**src/rtl/tpa_pkg.sv**
```systemverilog
`timescale 1ns / 1ps
`default_nettype none
// ----------------------------------------------------------------------------
// tpa_pkg
// Shared types, constants and small decode functions of the triangle
// primitive assembler.
// ----------------------------------------------------------------------------
package tpa_pkg;

  localparam int IndexBits  = 16;   // width of an incoming vertex index
  localparam int VtxBits    = 17;   // vertex number / count width
  localparam int OffBits    = 24;   // byte offset width
  localparam int StrideBits = 8;
  localparam int SubOffBits = 6;    // colour / uv offset width
  localparam int MaxTexSets = 8;
  localparam int TexCntBits = 4;
  localparam int AddrBits   = 5;

  localparam logic [VtxBits-1:0] PosMax = {VtxBits{1'b1}};
  localparam logic [2:0]         PosFmtRhw = 3'd2;

  typedef enum logic [1:0] {
    PRIM_LIST  = 2'd0,
    PRIM_FAN   = 2'd1,
    PRIM_STRIP = 2'd2,
    PRIM_OTHER = 2'd3
  } prim_kind_t;

  typedef enum logic [2:0] {
    REG_PRIM_KIND   = 3'd0,
    REG_INDEXED     = 3'd1,
    REG_VTX_TOTAL   = 3'd2,
    REG_POS_FORMAT  = 3'd3,
    REG_ATTR_FLAGS  = 3'd4,
    REG_TEX_COUNT   = 3'd5,
    REG_TEX_SIZES   = 3'd6
  } reg_idx_t;

  typedef struct packed {
    prim_kind_t          prim_kind;
    logic                indexed_mode;
    logic [VtxBits-1:0]  vertex_total;
    logic [2:0]          position_format;
    logic [2:0]          attribute_flags;
    logic [TexCntBits-1:0] tex_set_count;
    logic [15:0]         tex_set_sizes;
  } cfg_t;

  typedef struct packed {
    logic [StrideBits-1:0] stride;
    logic [SubOffBits-1:0] colour_off;
    logic [SubOffBits-1:0] uv_off;
  } fmt_t;

  // One assembled triangle on its way to the offset stage.
  typedef struct packed {
    logic               vld;
    logic [VtxBits-1:0] a;
    logic [VtxBits-1:0] b;
    logic [VtxBits-1:0] c;
  } tri_t;

  // Bytes taken by the position part of a vertex.
  function automatic logic [SubOffBits-1:0] pos_bytes(input logic [2:0] fmt);
    logic [SubOffBits-1:0] r;
    unique case (fmt)
      3'd0:    r = 6'd0;
      3'd1:    r = 6'd12;
      3'd2:    r = 6'd16;
      3'd3:    r = 6'd16;
      3'd4:    r = 6'd20;
      3'd5:    r = 6'd24;
      3'd6:    r = 6'd28;
      default: r = 6'd32;
    endcase
    return r;
  endfunction

  // Bytes taken by one texture coordinate set: floats times four.
  function automatic logic [4:0] tex_set_bytes(input logic [1:0] code);
    logic [4:0] r;
    unique case (code)
      2'd0:    r = 5'd8;
      2'd1:    r = 5'd12;
      2'd2:    r = 5'd16;
      default: r = 5'd4;
    endcase
    return r;
  endfunction

endpackage
`default_nettype wire

```
**src/rtl/tpa_cfg_regs.sv**
```systemverilog
`timescale 1ns / 1ps
`default_nettype none
// ----------------------------------------------------------------------------
// tpa_cfg_regs
// APB register bank holding the draw call configuration.
// ----------------------------------------------------------------------------
module tpa_cfg_regs
  import tpa_pkg::*;
(
  input  wire logic                clk,
  input  wire logic                rst_n,
  input  wire logic                psel,
  input  wire logic                penable,
  input  wire logic                pwrite,
  input  wire logic [AddrBits-1:0] paddr,
  input  wire logic [31:0]         pwdata,
  output logic      [31:0]         prdata,
  output logic                     pready,
  output cfg_t                     cfg
);

  cfg_t     cfg_r;
  cfg_t     cfg_nxt;
  logic     wr_en;
  reg_idx_t idx;

  assign pready = 1'b1;
  assign wr_en  = psel & penable & pwrite;
  assign idx    = reg_idx_t'(paddr[AddrBits-1:2]);
  assign cfg    = cfg_r;

  always_comb begin
    cfg_nxt = cfg_r;
    if (wr_en) begin
      unique case (idx)
        REG_PRIM_KIND:  cfg_nxt.prim_kind       = prim_kind_t'(pwdata[1:0]);
        REG_INDEXED:    cfg_nxt.indexed_mode    = pwdata[0];
        REG_VTX_TOTAL:  cfg_nxt.vertex_total    = pwdata[VtxBits-1:0];
        REG_POS_FORMAT: cfg_nxt.position_format = pwdata[2:0];
        REG_ATTR_FLAGS: cfg_nxt.attribute_flags = pwdata[2:0];
        REG_TEX_COUNT:  cfg_nxt.tex_set_count   = pwdata[TexCntBits-1:0];
        REG_TEX_SIZES:  cfg_nxt.tex_set_sizes   = pwdata[15:0];
        default: ;
      endcase
    end
  end

  always_comb begin
    prdata = '0;
    unique case (idx)
      REG_PRIM_KIND:  prdata = 32'(cfg_r.prim_kind);
      REG_INDEXED:    prdata = 32'(cfg_r.indexed_mode);
      REG_VTX_TOTAL:  prdata = 32'(cfg_r.vertex_total);
      REG_POS_FORMAT: prdata = 32'(cfg_r.position_format);
      REG_ATTR_FLAGS: prdata = 32'(cfg_r.attribute_flags);
      REG_TEX_COUNT:  prdata = 32'(cfg_r.tex_set_count);
      REG_TEX_SIZES:  prdata = 32'(cfg_r.tex_set_sizes);
      default:        prdata = '0;
    endcase
  end

  always_ff @(posedge clk) begin
    if (!rst_n) begin
      cfg_r.prim_kind       <= PRIM_LIST;
      cfg_r.indexed_mode    <= 1'b0;
      cfg_r.vertex_total    <= '0;
      cfg_r.position_format <= 3'd1;
      cfg_r.attribute_flags <= '0;
      cfg_r.tex_set_count   <= '0;
      cfg_r.tex_set_sizes   <= '0;
    end else begin
      cfg_r <= cfg_nxt;
    end
  end

endmodule
`default_nettype wire

```
**src/rtl/tpa_fmt_dec.sv**
```systemverilog
`timescale 1ns / 1ps
`default_nettype none
// ----------------------------------------------------------------------------
// tpa_fmt_dec
// Decodes the vertex format registers into stride, colour and uv offsets.
// ----------------------------------------------------------------------------
module tpa_fmt_dec
  import tpa_pkg::*;
(
  input  wire logic clk,
  input  cfg_t      cfg,
  output fmt_t      fmt
);

  fmt_t                  fmt_r;
  fmt_t                  fmt_nxt;
  logic [TexCntBits-1:0] n_sets;
  logic [StrideBits-1:0] set_bytes [MaxTexSets];

  // clamp set count
  assign n_sets = (cfg.tex_set_count > TexCntBits'(MaxTexSets)) ?
                  TexCntBits'(MaxTexSets) : cfg.tex_set_count;

  always_comb begin
    for (int i = 0; i < MaxTexSets; i++) begin
      set_bytes[i] = (TexCntBits'(i) < n_sets) ?
                     StrideBits'(tex_set_bytes(cfg.tex_set_sizes[2*i +: 2])) : '0;
    end
  end

  always_comb begin
    fmt_nxt.colour_off = pos_bytes(cfg.position_format)
                       + (cfg.attribute_flags[0] ? SubOffBits'(12) : '0);
    fmt_nxt.uv_off     = fmt_nxt.colour_off
                       + (cfg.attribute_flags[1] ? SubOffBits'(4) : '0)
                       + (cfg.attribute_flags[2] ? SubOffBits'(4) : '0);
    fmt_nxt.stride     = StrideBits'(fmt_nxt.uv_off);
    for (int i = 0; i < MaxTexSets; i++) begin
      fmt_nxt.stride = fmt_nxt.stride + set_bytes[i];
    end
  end

  // config is to be written only while idle (the block does not enforce this), so a free-running register is enough
  always_ff @(posedge clk) begin
    fmt_r <= fmt_nxt;
  end

  assign fmt = fmt_r;

endmodule
`default_nettype wire

```
**src/rtl/tpa_assemble.sv**
```systemverilog
`timescale 1ns / 1ps
`default_nettype none
// ----------------------------------------------------------------------------
// tpa_assemble
// Input register, call state and triangle selection for list/fan/strip.
// ----------------------------------------------------------------------------
module tpa_assemble
  import tpa_pkg::*;
(
  input  wire logic                 clk,
  input  wire logic                 rst_n,
  input  wire logic                 in_valid,
  output logic                      in_stall,
  input  wire logic [IndexBits-1:0] in_vertex_index,
  input  wire logic                 in_end_of_call,
  input  cfg_t                      cfg,
  input  wire logic                 ds_ready,
  output tri_t                      tri_out
);

  // input beat register
  logic                 in_v_r,   in_v_nxt;
  logic [IndexBits-1:0] idx_r;
  logic                 last_r;

  // call state
  logic [VtxBits-1:0] pos_cnt_r,  pos_cnt_nxt;
  logic [1:0]         phase_r,    phase_nxt;     // position mod 3
  logic [VtxBits-1:0] older_r,    older_nxt;
  logic               older_vld_r, older_vld_nxt;
  logic [VtxBits-1:0] newer_r,    newer_nxt;
  logic               newer_vld_r, newer_vld_nxt;
  logic [VtxBits-1:0] anchor_r,   anchor_nxt;
  logic               anchor_vld_r, anchor_vld_nxt;
  logic               dropped_r,  dropped_nxt;

  tri_t               tri_r, tri_nxt;

  logic               step;
  logic               tri_adv;
  logic               sat;
  logic [VtxBits-1:0] cur;
  logic               emit;
  logic [VtxBits-1:0] va, vb, vc;
  logic               tri_ok;

  assign tri_adv  = tri_r.vld & ds_ready;
  assign step     = in_v_r & (~tri_r.vld | tri_adv);
  assign in_stall = in_v_r & ~step;
  assign tri_out  = tri_r;

  assign sat = (pos_cnt_r == PosMax);
  assign cur = cfg.indexed_mode ? VtxBits'(idx_r) : pos_cnt_r;

  // triangle selection
  always_comb begin
    emit           = 1'b0;
    va             = '0;
    vb             = '0;
    vc             = '0;
    anchor_nxt     = anchor_r;
    anchor_vld_nxt = anchor_vld_r;
    dropped_nxt    = dropped_r;
    unique case (cfg.prim_kind)
      PRIM_LIST: begin
        if (phase_r == 2'd2 && older_vld_r && newer_vld_r) begin
          emit = 1'b1;
          va   = older_r;
          vb   = newer_r;
          vc   = cur;
        end
      end
      PRIM_FAN: begin
        if (pos_cnt_r == '0) begin
          anchor_nxt     = cur;
          anchor_vld_nxt = 1'b1;
          if (!(cur < cfg.vertex_total)) dropped_nxt = 1'b1;
        end else if (pos_cnt_r >= VtxBits'(2) && anchor_vld_r && newer_vld_r
                     && !dropped_r) begin
          emit = 1'b1;
          va   = anchor_r;
          vb   = newer_r;
          vc   = cur;
        end
      end
      PRIM_STRIP: begin
        if (pos_cnt_r >= VtxBits'(2) && older_vld_r && newer_vld_r) begin
          emit = 1'b1;
          va   = older_r;
          // odd triangles swap the last two vertices
          vb   = pos_cnt_r[0] ? cur : newer_r;
          vc   = pos_cnt_r[0] ? newer_r : cur;
        end
      end
      PRIM_OTHER: ;
      default: ;
    endcase
  end

  assign tri_ok = emit && (cfg.position_format != PosFmtRhw)
                  && (va < cfg.vertex_total) && (vb < cfg.vertex_total)
                  && (vc < cfg.vertex_total);

  // state advance
  always_comb begin
    pos_cnt_nxt   = pos_cnt_r;
    phase_nxt     = phase_r;
    older_nxt     = older_r;
    older_vld_nxt = older_vld_r;
    newer_nxt     = newer_r;
    newer_vld_nxt = newer_vld_r;
    tri_nxt       = tri_r;
    if (tri_adv) tri_nxt.vld = 1'b0;
    if (step) begin
      if (!sat) begin
        pos_cnt_nxt   = pos_cnt_r + VtxBits'(1);
        phase_nxt     = (phase_r == 2'd2) ? 2'd0 : phase_r + 2'd1;
        older_nxt     = newer_r;
        older_vld_nxt = newer_vld_r;
        newer_nxt     = cur;
        newer_vld_nxt = 1'b1;
        tri_nxt.vld   = tri_ok;
        tri_nxt.a     = va;
        tri_nxt.b     = vb;
        tri_nxt.c     = vc;
      end
      if (last_r) begin
        pos_cnt_nxt   = '0;
        phase_nxt     = '0;
        older_nxt     = '0;
        older_vld_nxt = 1'b0;
        newer_nxt     = '0;
        newer_vld_nxt = 1'b0;
      end
    end
  end

  assign in_v_nxt = (in_valid & ~in_stall) | (in_v_r & ~step);

  always_ff @(posedge clk) begin
    if (in_valid && !in_stall) begin
      idx_r  <= in_vertex_index;
      last_r <= in_end_of_call;
    end
  end

  always_ff @(posedge clk) begin
    if (!rst_n) begin
      in_v_r       <= 1'b0;
      tri_r        <= '0;
      pos_cnt_r    <= '0;
      phase_r      <= '0;
      older_r      <= '0;
      older_vld_r  <= 1'b0;
      newer_r      <= '0;
      newer_vld_r  <= 1'b0;
      anchor_r     <= '0;
      anchor_vld_r <= 1'b0;
      dropped_r    <= 1'b0;
    end else begin
      in_v_r      <= in_v_nxt;
      tri_r       <= tri_nxt;
      pos_cnt_r   <= pos_cnt_nxt;
      phase_r     <= phase_nxt;
      older_r     <= older_nxt;
      older_vld_r <= older_vld_nxt;
      newer_r     <= newer_nxt;
      newer_vld_r <= newer_vld_nxt;
      if (step && last_r) begin
        anchor_r     <= '0;
        anchor_vld_r <= 1'b0;
        dropped_r    <= 1'b0;
      end else if (step && !sat) begin
        anchor_r     <= anchor_nxt;
        anchor_vld_r <= anchor_vld_nxt;
        dropped_r    <= dropped_nxt;
      end
    end
  end

endmodule
`default_nettype wire

```
**src/rtl/tpa_offset.sv**
```systemverilog
`timescale 1ns / 1ps
`default_nettype none
// ----------------------------------------------------------------------------
// tpa_offset
// Scales the three vertex numbers by the stride; result register.
// ----------------------------------------------------------------------------
module tpa_offset
  import tpa_pkg::*;
(
  input  wire logic                   clk,
  input  wire logic                   rst_n,
  input  tri_t                        tri_in,
  output logic                        ds_ready,
  input  fmt_t                        fmt,
  output logic                        out_valid,
  input  wire logic                   out_stall,
  output logic [OffBits-1:0]          out_first_offset,
  output logic [OffBits-1:0]          out_second_offset,
  output logic [OffBits-1:0]          out_third_offset,
  output logic [StrideBits-1:0]       out_vertex_stride,
  output logic [SubOffBits-1:0]       out_colour_offset,
  output logic [SubOffBits-1:0]       out_uv_offset
);

  localparam int ProdBits = VtxBits + StrideBits;

  logic                  out_v_r, out_v_nxt;
  logic                  load;
  logic [ProdBits-1:0]   prod_a, prod_b, prod_c;
  logic [OffBits-1:0]    off_a_r, off_b_r, off_c_r;
  fmt_t                  fmt_r;

  assign ds_ready  = ~out_v_r | ~out_stall;
  assign load      = tri_in.vld & ds_ready;
  assign out_v_nxt = load | (out_v_r & out_stall);

  // three 17x8 lanes, offsets wrap to 24 bits
  assign prod_a = ProdBits'(tri_in.a) * ProdBits'(fmt.stride);
  assign prod_b = ProdBits'(tri_in.b) * ProdBits'(fmt.stride);
  assign prod_c = ProdBits'(tri_in.c) * ProdBits'(fmt.stride);

  always_ff @(posedge clk) begin
    if (load) begin
      off_a_r <= prod_a[OffBits-1:0];
      off_b_r <= prod_b[OffBits-1:0];
      off_c_r <= prod_c[OffBits-1:0];
      fmt_r   <= fmt;
    end
  end

  always_ff @(posedge clk) begin
    if (!rst_n) begin
      out_v_r <= 1'b0;
    end else begin
      out_v_r <= out_v_nxt;
    end
  end

  assign out_valid         = out_v_r;
  assign out_first_offset  = off_a_r;
  assign out_second_offset = off_b_r;
  assign out_third_offset  = off_c_r;
  assign out_vertex_stride = fmt_r.stride;
  assign out_colour_offset = fmt_r.colour_off;
  assign out_uv_offset     = fmt_r.uv_off;

endmodule
`default_nettype wire

```
**src/rtl/triangle_primitive_assembler_core.sv**
```systemverilog
`timescale 1ns / 1ps
`default_nettype none
// ----------------------------------------------------------------------------
// triangle_primitive_assembler_core
// Builds list, fan and strip triangles from a vertex beat stream and
// returns the vertex byte offsets and format offsets of each triangle.
// ----------------------------------------------------------------------------
// One vertex beat is taken per clock while in_stall is low, and each beat
// yields at most one result beat; sustained rate is one beat per cycle while
// out_stall stays low. An accepted input beat is loaded into the input
// register, then the assembly register, then the offset register, whose
// outputs show the result beat. Every stage carries its own valid, so a held
// result only backs up the pipe stage by stage and in_stall rises only when
// all three stages are full. Beats that complete no valid triangle vanish at
// the assembly stage. Configuration is an APB slave (pready always high,
// registers at byte address 4*index) and is to be written between calls,
// once the pipe has drained; the format decode is registered after the
// config register.
// ----------------------------------------------------------------------------
module triangle_primitive_assembler_core
  import tpa_pkg::*;
(
  input  wire logic                  clk,
  input  wire logic                  rst_n,
  // config
  input  wire logic                  psel,
  input  wire logic                  penable,
  input  wire logic                  pwrite,
  input  wire logic [AddrBits-1:0]   paddr,
  input  wire logic [31:0]           pwdata,
  output logic      [31:0]           prdata,
  output logic                       pready,
  // vertex beats
  input  wire logic                  in_valid,
  output logic                       in_stall,
  input  wire logic [IndexBits-1:0]  in_vertex_index,
  input  wire logic                  in_end_of_call,
  // triangle beats
  output logic                       out_valid,
  input  wire logic                  out_stall,
  output logic [OffBits-1:0]         out_first_offset,
  output logic [OffBits-1:0]         out_second_offset,
  output logic [OffBits-1:0]         out_third_offset,
  output logic [StrideBits-1:0]      out_vertex_stride,
  output logic [SubOffBits-1:0]      out_colour_offset,
  output logic [SubOffBits-1:0]      out_uv_offset
);

  cfg_t cfg;
  fmt_t fmt;
  tri_t tri_w;
  logic ds_ready;

  // register bank
  tpa_cfg_regs u_cfg (
    .clk     (clk),
    .rst_n   (rst_n),
    .psel    (psel),
    .penable (penable),
    .pwrite  (pwrite),
    .paddr   (paddr),
    .pwdata  (pwdata),
    .prdata  (prdata),
    .pready  (pready),
    .cfg     (cfg)
  );

  // stride / colour / uv decode, registered
  tpa_fmt_dec u_fmt (
    .clk (clk),
    .cfg (cfg),
    .fmt (fmt)
  );

  // input register + call state; picks the triangle and checks its vertices
  tpa_assemble u_asm (
    .clk             (clk),
    .rst_n           (rst_n),
    .in_valid        (in_valid),
    .in_stall        (in_stall),
    .in_vertex_index (in_vertex_index),
    .in_end_of_call  (in_end_of_call),
    .cfg             (cfg),
    .ds_ready        (ds_ready),
    .tri_out         (tri_w)
  );

  // index * stride for the three corners, result register
  tpa_offset u_off (
    .clk               (clk),
    .rst_n             (rst_n),
    .tri_in            (tri_w),
    .ds_ready          (ds_ready),
    .fmt               (fmt),
    .out_valid         (out_valid),
    .out_stall         (out_stall),
    .out_first_offset  (out_first_offset),
    .out_second_offset (out_second_offset),
    .out_third_offset  (out_third_offset),
    .out_vertex_stride (out_vertex_stride),
    .out_colour_offset (out_colour_offset),
    .out_uv_offset     (out_uv_offset)
  );

endmodule
`default_nettype wire
```
**config.mk**
```make
export PLATFORM = sky130hd
export DESIGN_NAME = triangle_primitive_assembler_core
export DESIGN_NICKNAME = d
export VERILOG_FILES = /design/src/rtl/tpa_pkg.sv /design/src/rtl/tpa_cfg_regs.sv /design/src/rtl/tpa_fmt_dec.sv /design/src/rtl/tpa_assemble.sv /design/src/rtl/tpa_offset.sv /design/src/rtl/triangle_primitive_assembler_core.sv
export SDC_FILE = /design/constraint.sdc
export NUM_CORES = 1
export LEC_CHECK = 0
export ABC_AREA = 0
export CORE_ASPECT_RATIO = 0.5
export CORE_MARGIN = 1.5
export CORE_UTILIZATION = 50
export DETAILED_ROUTE_END_ITERATION = 10
export DONT_BUFFER_PORTS = 1
export PLACE_DENSITY = 0.71
export SETUP_SLACK_MARGIN = 0.2
export SLEW_MARGIN = 40
export SYNTH_ARGS = -nofsm -noshare
export SYNTH_HDL_FRONTEND = slang
export SYNTH_SLANG_ARGS = --single-unit
```
**constraint.sdc**
```tcl
create_clock -name clk -period 15.1 [get_ports clk]
set_input_delay 3.02 -clock clk [delete_from_list [all_inputs] [get_ports clk]]
set_output_delay 3.02 -clock clk [all_outputs]
set_load 0.02 [all_outputs]
```
== Word level (Yosys, flattened, before mapping) ==
Cells that the tools add are included.

* Bits in registers: 303
* Input port bits: 61
* Output and inout bits: 127
* Word-level logic and storage cells: 219

* Add/subtract/negate cells: 13
* $mul: 3
* Order comparisons: 14
* Eq/ne operators: 34
* Mux-type cells: 61
* Bitwise operators: 19
* Reductions and logical operators: 42

{| class="wikitable"
|+ Operator list
! kind !! number
|-
| two-way mux 17 bit || 21
|-
| case mux 17 bit (3 select lines) || 3
|-
| case mux 5 bit (3 select lines) || 8
|-
| case mux 17 bit (7 select lines) || 1
|-
| two-way mux 52 bit || 2
|-
| multiplier 17 x 8 -> 24 bit || 3
|-
| < comparator 17 bit || 4
|-
| adder 8 bit || 7
|-
| two-way mux 5 bit || 8
|-
| case mux 6 bit (6 select lines) || 1
|-
| == test 2 bit, second input constant || 10
|-
| adder 6 bit || 3
|-
| == test 2 x 1 -> 1 bit, second input constant || 9
|-
| == test 3 bit, second input constant || 6
|-
| zero test 2 bit || 9
|-
| AND reduction 2 bit || 9
|-
| adder 17 x 1 -> 17 bit, second input constant || 1
|-
| == test 17 bit, second input constant || 1
|-
| >= comparator 17 x 2 -> 1 bit, second input constant || 1
|-
| zero test 17 bit || 1
|-
| < comparator 3 x 4 -> 1 bit, first input constant || 4
|-
| logical AND 1 bit || 14
|-
| == test 3 x 2 -> 1 bit, second input constant || 4
|-
| two-way mux 1 bit || 9
|-
| 20 further kinds || 47
|}

== Depth between registers and ports, before layout ==
* Depth after elaboration: 14
* Mapped depth: 21
* Mapped depth without buffers: 20

== By module ==
A second synthesis with hierarchy kept.

* Cell total of the unflattened synthesis: 2,839
* Area total of the unflattened synthesis: 27,132.3 µm²

{| class="wikitable"
|+ Modules (own cells, without submodules)
! module !! instances !! cells each !! area an instance (µm²) !! seq. area each (µm²)
|-
| tpa_offset || 1 || 1,591 || 15,646.3 || 2,782.7
|-
| tpa_assemble || 1 || 857 || 7,797.5 || 3,052.9
|-
| tpa_cfg_regs || 1 || 247 || 2,304.7 || 920.9
|-
| tpa_fmt_dec || 1 || 144 || 1,383.8 || 280.3
|}

== Least setup slack after synthesis ==
No wires, ideal clock.

* Path type: input-to-reg
* Start point: in out_stall
* End point: reg u_off.fmt_r, in the netlist u_off.out_colour_offset[2] (enable)
* Library setup time: 0.641 ns
* Arrival: 8.804 ns
* Required time: 14.459 ns
* Slack: 5.655 ns
* Stages on the path: 1
* Buffers on the path: 0
* Cell sequence: a21boi_0

* Cells in the longest elaborated chain, start to end: 3

{| class="wikitable"
|+ Ends and longest elaborated chain
! element !! RTL line !! source
|-
| from (decl) || triangle_primitive_assembler_core.sv:40 || <nowiki>input wire logic out_stall,</nowiki>
|-
| NOT 1 bit || tpa_offset.sv:33 || <nowiki>assign ds_ready = ~out_v_r | ~out_stall;</nowiki>
|-
| bitwise OR 1 bit || tpa_offset.sv:33 ||
|-
| AND 1 bit || tpa_offset.sv:34 || <nowiki>assign load = tri_in.vld & ds_ready;</nowiki>
|-
| to (signal assigned) || tpa_offset.sv:47 || <nowiki>fmt_r <= fmt;</nowiki>
|-
| to (decl) || tpa_offset.sv:31 || <nowiki>fmt_t fmt_r;</nowiki>
|}

Every way passes these cells.
A chain may end at the register's enable or synchronous reset.

== Worst setup path in the final report ==
* Start point: in paddr[2]
* End point: out prdata[3]

* Cells in the longest elaborated chain, start to end: 2
* Elaborated cells between the ends (all ways): 8
* Those cells by class: eq/ne: 6; mux: 1; reduce/logical: 1

{| class="wikitable"
|+ Ends and longest elaborated chain
! element !! RTL line !! source
|-
| from (decl) || triangle_primitive_assembler_core.sv:29 || <nowiki>input wire logic [AddrBits-1:0] paddr,</nowiki>
|-
| == test 3 bit, or another cell as far along || tpa_cfg_regs.sv:50 || <nowiki>unique case (idx)</nowiki>
|-
| case mux 17 bit (7 select lines) (*) || tpa_cfg_regs.sv:50 ||
|-
| to (decl) || triangle_primitive_assembler_core.sv:31 || <nowiki>output logic [31:0] prdata,</nowiki>
|}

Mark *: on every way between the ends. The rest lies on a longest branch, timed or not.

==> flow_summary.yaml <==
die:
  io_pins: 188
  placementRows: 55
  die_w_um: 306
  core_area_sq_um: 45200
  start_util_pct: 50.6
  dieArea_sq_um: 47200
  dieHeight_um: 154
worst_setup_path:
  critPathLaunchType: "input pin"
  reg2reg_to: "u_off.out_first_offset[20]$_DFFE_PP_"
  cp.arrival_ps: 4230
  endpoint_kind: "primary output"
  cp_num_cells: 2
  startpoint: "paddr[2]"
  r2r_cells: 16
  required_ps: 12080
  rrSetupSlack_ps: 9590
  timing.rr.start: "u_fmt.fmt[19]$_DFF_P_"
  cpMaxStageDelayCell: "o21ai_0"
  critical_path_buf_inv_count: 0
  critPathMaxStageDelay_ps: 760
  cp_cell_sequence: "nand2b_1 -> o21ai_0"
  critPathMaxFanout: 18
  cp_top_family: "compound AO/OA/AOI/OAI gates"
  crit_path_end: "prdata[3]"
  crit_type: "in -> out"
clocking:
  ctsResizeCount: 0
  cts.clk_slew.worst_paths_ps: 60
  ctsLongestPathBuffers: 3
  root_buffer: "clkbuf_16"
  tritoncts: "yes"
  cts_hold_buf: 0
  numClockSinks: 285
  htree_levels: 1
  clk_latency_ps: 590
  post_cts_buffers: 0
  cts_buffers: 29
layout:
  design_area_sq_um: 24300
  utilization_pct: 53.8
  layout.cells.non_filler: 2995
  syn2layout_area_growth_pct: 6.23
  final_nets: 2856
  drive_above_1_share_pct: 4.59
sta:
  max_freq_mhz: 138
  fin_crit_sh_pct: 48.0
  hold_viol: 0
  slew_viol_final: 0
  fin_skew_ps: 12.7
  tightest_slew_ps: 833
  slew_headroom_pct: 43.9
  worst_hold_slack_ps: 401
  final.setup.tns_ps: 0
  fin_crit_ps: 7250
  setup_viol: 0
  rsz0062_at_grt: "false"
synth:
  ys_seq_area_share_pct: 29.2
  ys_async_sr_fraction_pct: 0
  syn_area_sq_um: 22900
  synth_flop_cell: "dfxtp_1"
  yosysMostFrequentCell: "nand2_1"
  synthDistinctLibCells: 67
  synth_seq_cells: 285
  yosysTopAreaCellShare_pct: 17.7
  postSynthAreaPerCell_sq_um: 9.42
  synth_edf_count: 97
  synth_warnings: 0
  synthCells: 2431
  synthTopCellsByCount: "nand2_1 (434), inv_1 (252), ha_1 (221)"
  synth_area_leaders: "fa_1 (18%), dfxtp_1 (16%), edfxtp_1 (13%), ha_1 (12%), nand2_1 (7.1%)"
  synth_area_leader_cell: "fa_1"
pwr:
  ir_worst_vdd_uv: 78.4
  leakagePower_uw: 0.0111
  power_density_nw_per_um2: 70.0
routing:
  vias: 16800
  dr.first_iter.drc_count: 1139
  antenna_left: 0
  post_drt_wl_per_cell_um: 17.8
  routed_wl_um: 53300
  via_per_inst: 5.60
  drc: 0
  drt-pass1-iter-count: 5
grt:
  grt_overflow_total: 0
  grt_max_degree: 157
  grt_pass1_wl_um: 86400
  grt_use_total_pct: 22.6
  antenna_found_initial: 2
  grt_pass1_vias: 16400
place:
  dp_hpwl_um: 38900
  gp_congestion: 0.899
  dpl_cell_area_sq_um: 23300
  dp_cells: 2939
  portBuffers: 0
outcome:
  status: "complete, no violations"
job:
  maxCapViolations: 0
min_path:
  hold_path_class: "reg -> reg"
  min_from: "u_fmt.fmt[10]$_DFF_P_"
[flip-flops by register name (all words and copies together) (netlist names), 2 cells and up]
register and count:
u_asm.idx_r 16, u_off.out_vertex_stride 6, u_asm.newer_r 17, u_asm.older_r 17, u_cfg.cfg 46, u_fmt.fmt 14, u_asm.anchor_r 17, u_off.out_uv_offset 4
u_asm.tri_out 52, u_off.out_colour_offset 4, u_off.out_first_offset 22, u_asm.phase_r 2, u_asm.pos_cnt_r 17, u_off.out_second_offset 22, u_off.out_third_offset 22
[worst min-delay path by stage]
stage               slack (ps)  depth (start not counted)                                   end
floorplan                  390                          0  u_off.out_colour_offset[2]$_DFFE_PP_
global placement           390                          0      u_off.out_uv_offset[5]$_DFFE_PP_
detailed placement         390                          0  u_off.out_colour_offset[5]$_DFFE_PP_
CTS                        400                          0  u_off.out_colour_offset[4]$_DFFE_PP_
global route               410                          0  u_off.out_colour_offset[4]$_DFFE_PP_
finish                     400                          0  u_off.out_colour_offset[4]$_DFFE_PP_
[cell families after synthesis]
kind of cell    Yosys count  synth area share [%]
compound gates          387                  12.4
xor+xnor                 58                  2.22
mux                      59                  2.66
other cells               2                0.0328
flops                   285                  29.2
buf+inv                 388                  6.89
fa+ha+maj               423                  29.7
simple gates            829                  16.9
[metrics by stage]
stage,total power (uW),worst slack (ps)
floorplan,934,5660
global placement,954,7850
detailed placement,957,7820
CTS,1720,7820
global route,1770,7770
finish,1700,7850
[layout make-up]
class	instances	area, sq um
inverter	252	946
timing repair buffer	20	178
multi-input combinational	1784	14800
sequential	285	6680
antenna	2	5.00
clock inverter	15	173
fill	4017	20900
tap	598	748
clock buffer	39	816
[cells in the final DEF (no fill, tap or decap), drive strengths merged, types with 46 or more instances in the layout]
master,instances
nor2,86
fa,202
a21oi,55
dfxtp,188
nor2b,71
inv,255
and2,81
nand2,435
ha,221
a21boi,70
edfxtp,97
o21ai,46
a22o,49
[routing by layer]
metal	track usage [%]	vias up	wire length, um
met2	35.3	469	23300
li1	-	7959	-
met1	31.5	8243	24700
met4	5.95	2	1250
met3	5.41	89	3880
met5	1.31	-	91
[power by group]
| group | leakage, uW | internal, uW | switching, uW |
|---|---|---|---|
| Sequential | 0.00233 | 802 | 10.1 |
| Combinational | 0.00826 | 44.6 | 84.3 |
| Clock | 0.000485 | 433 | 329 |
(Power assumes the default switching activity.)
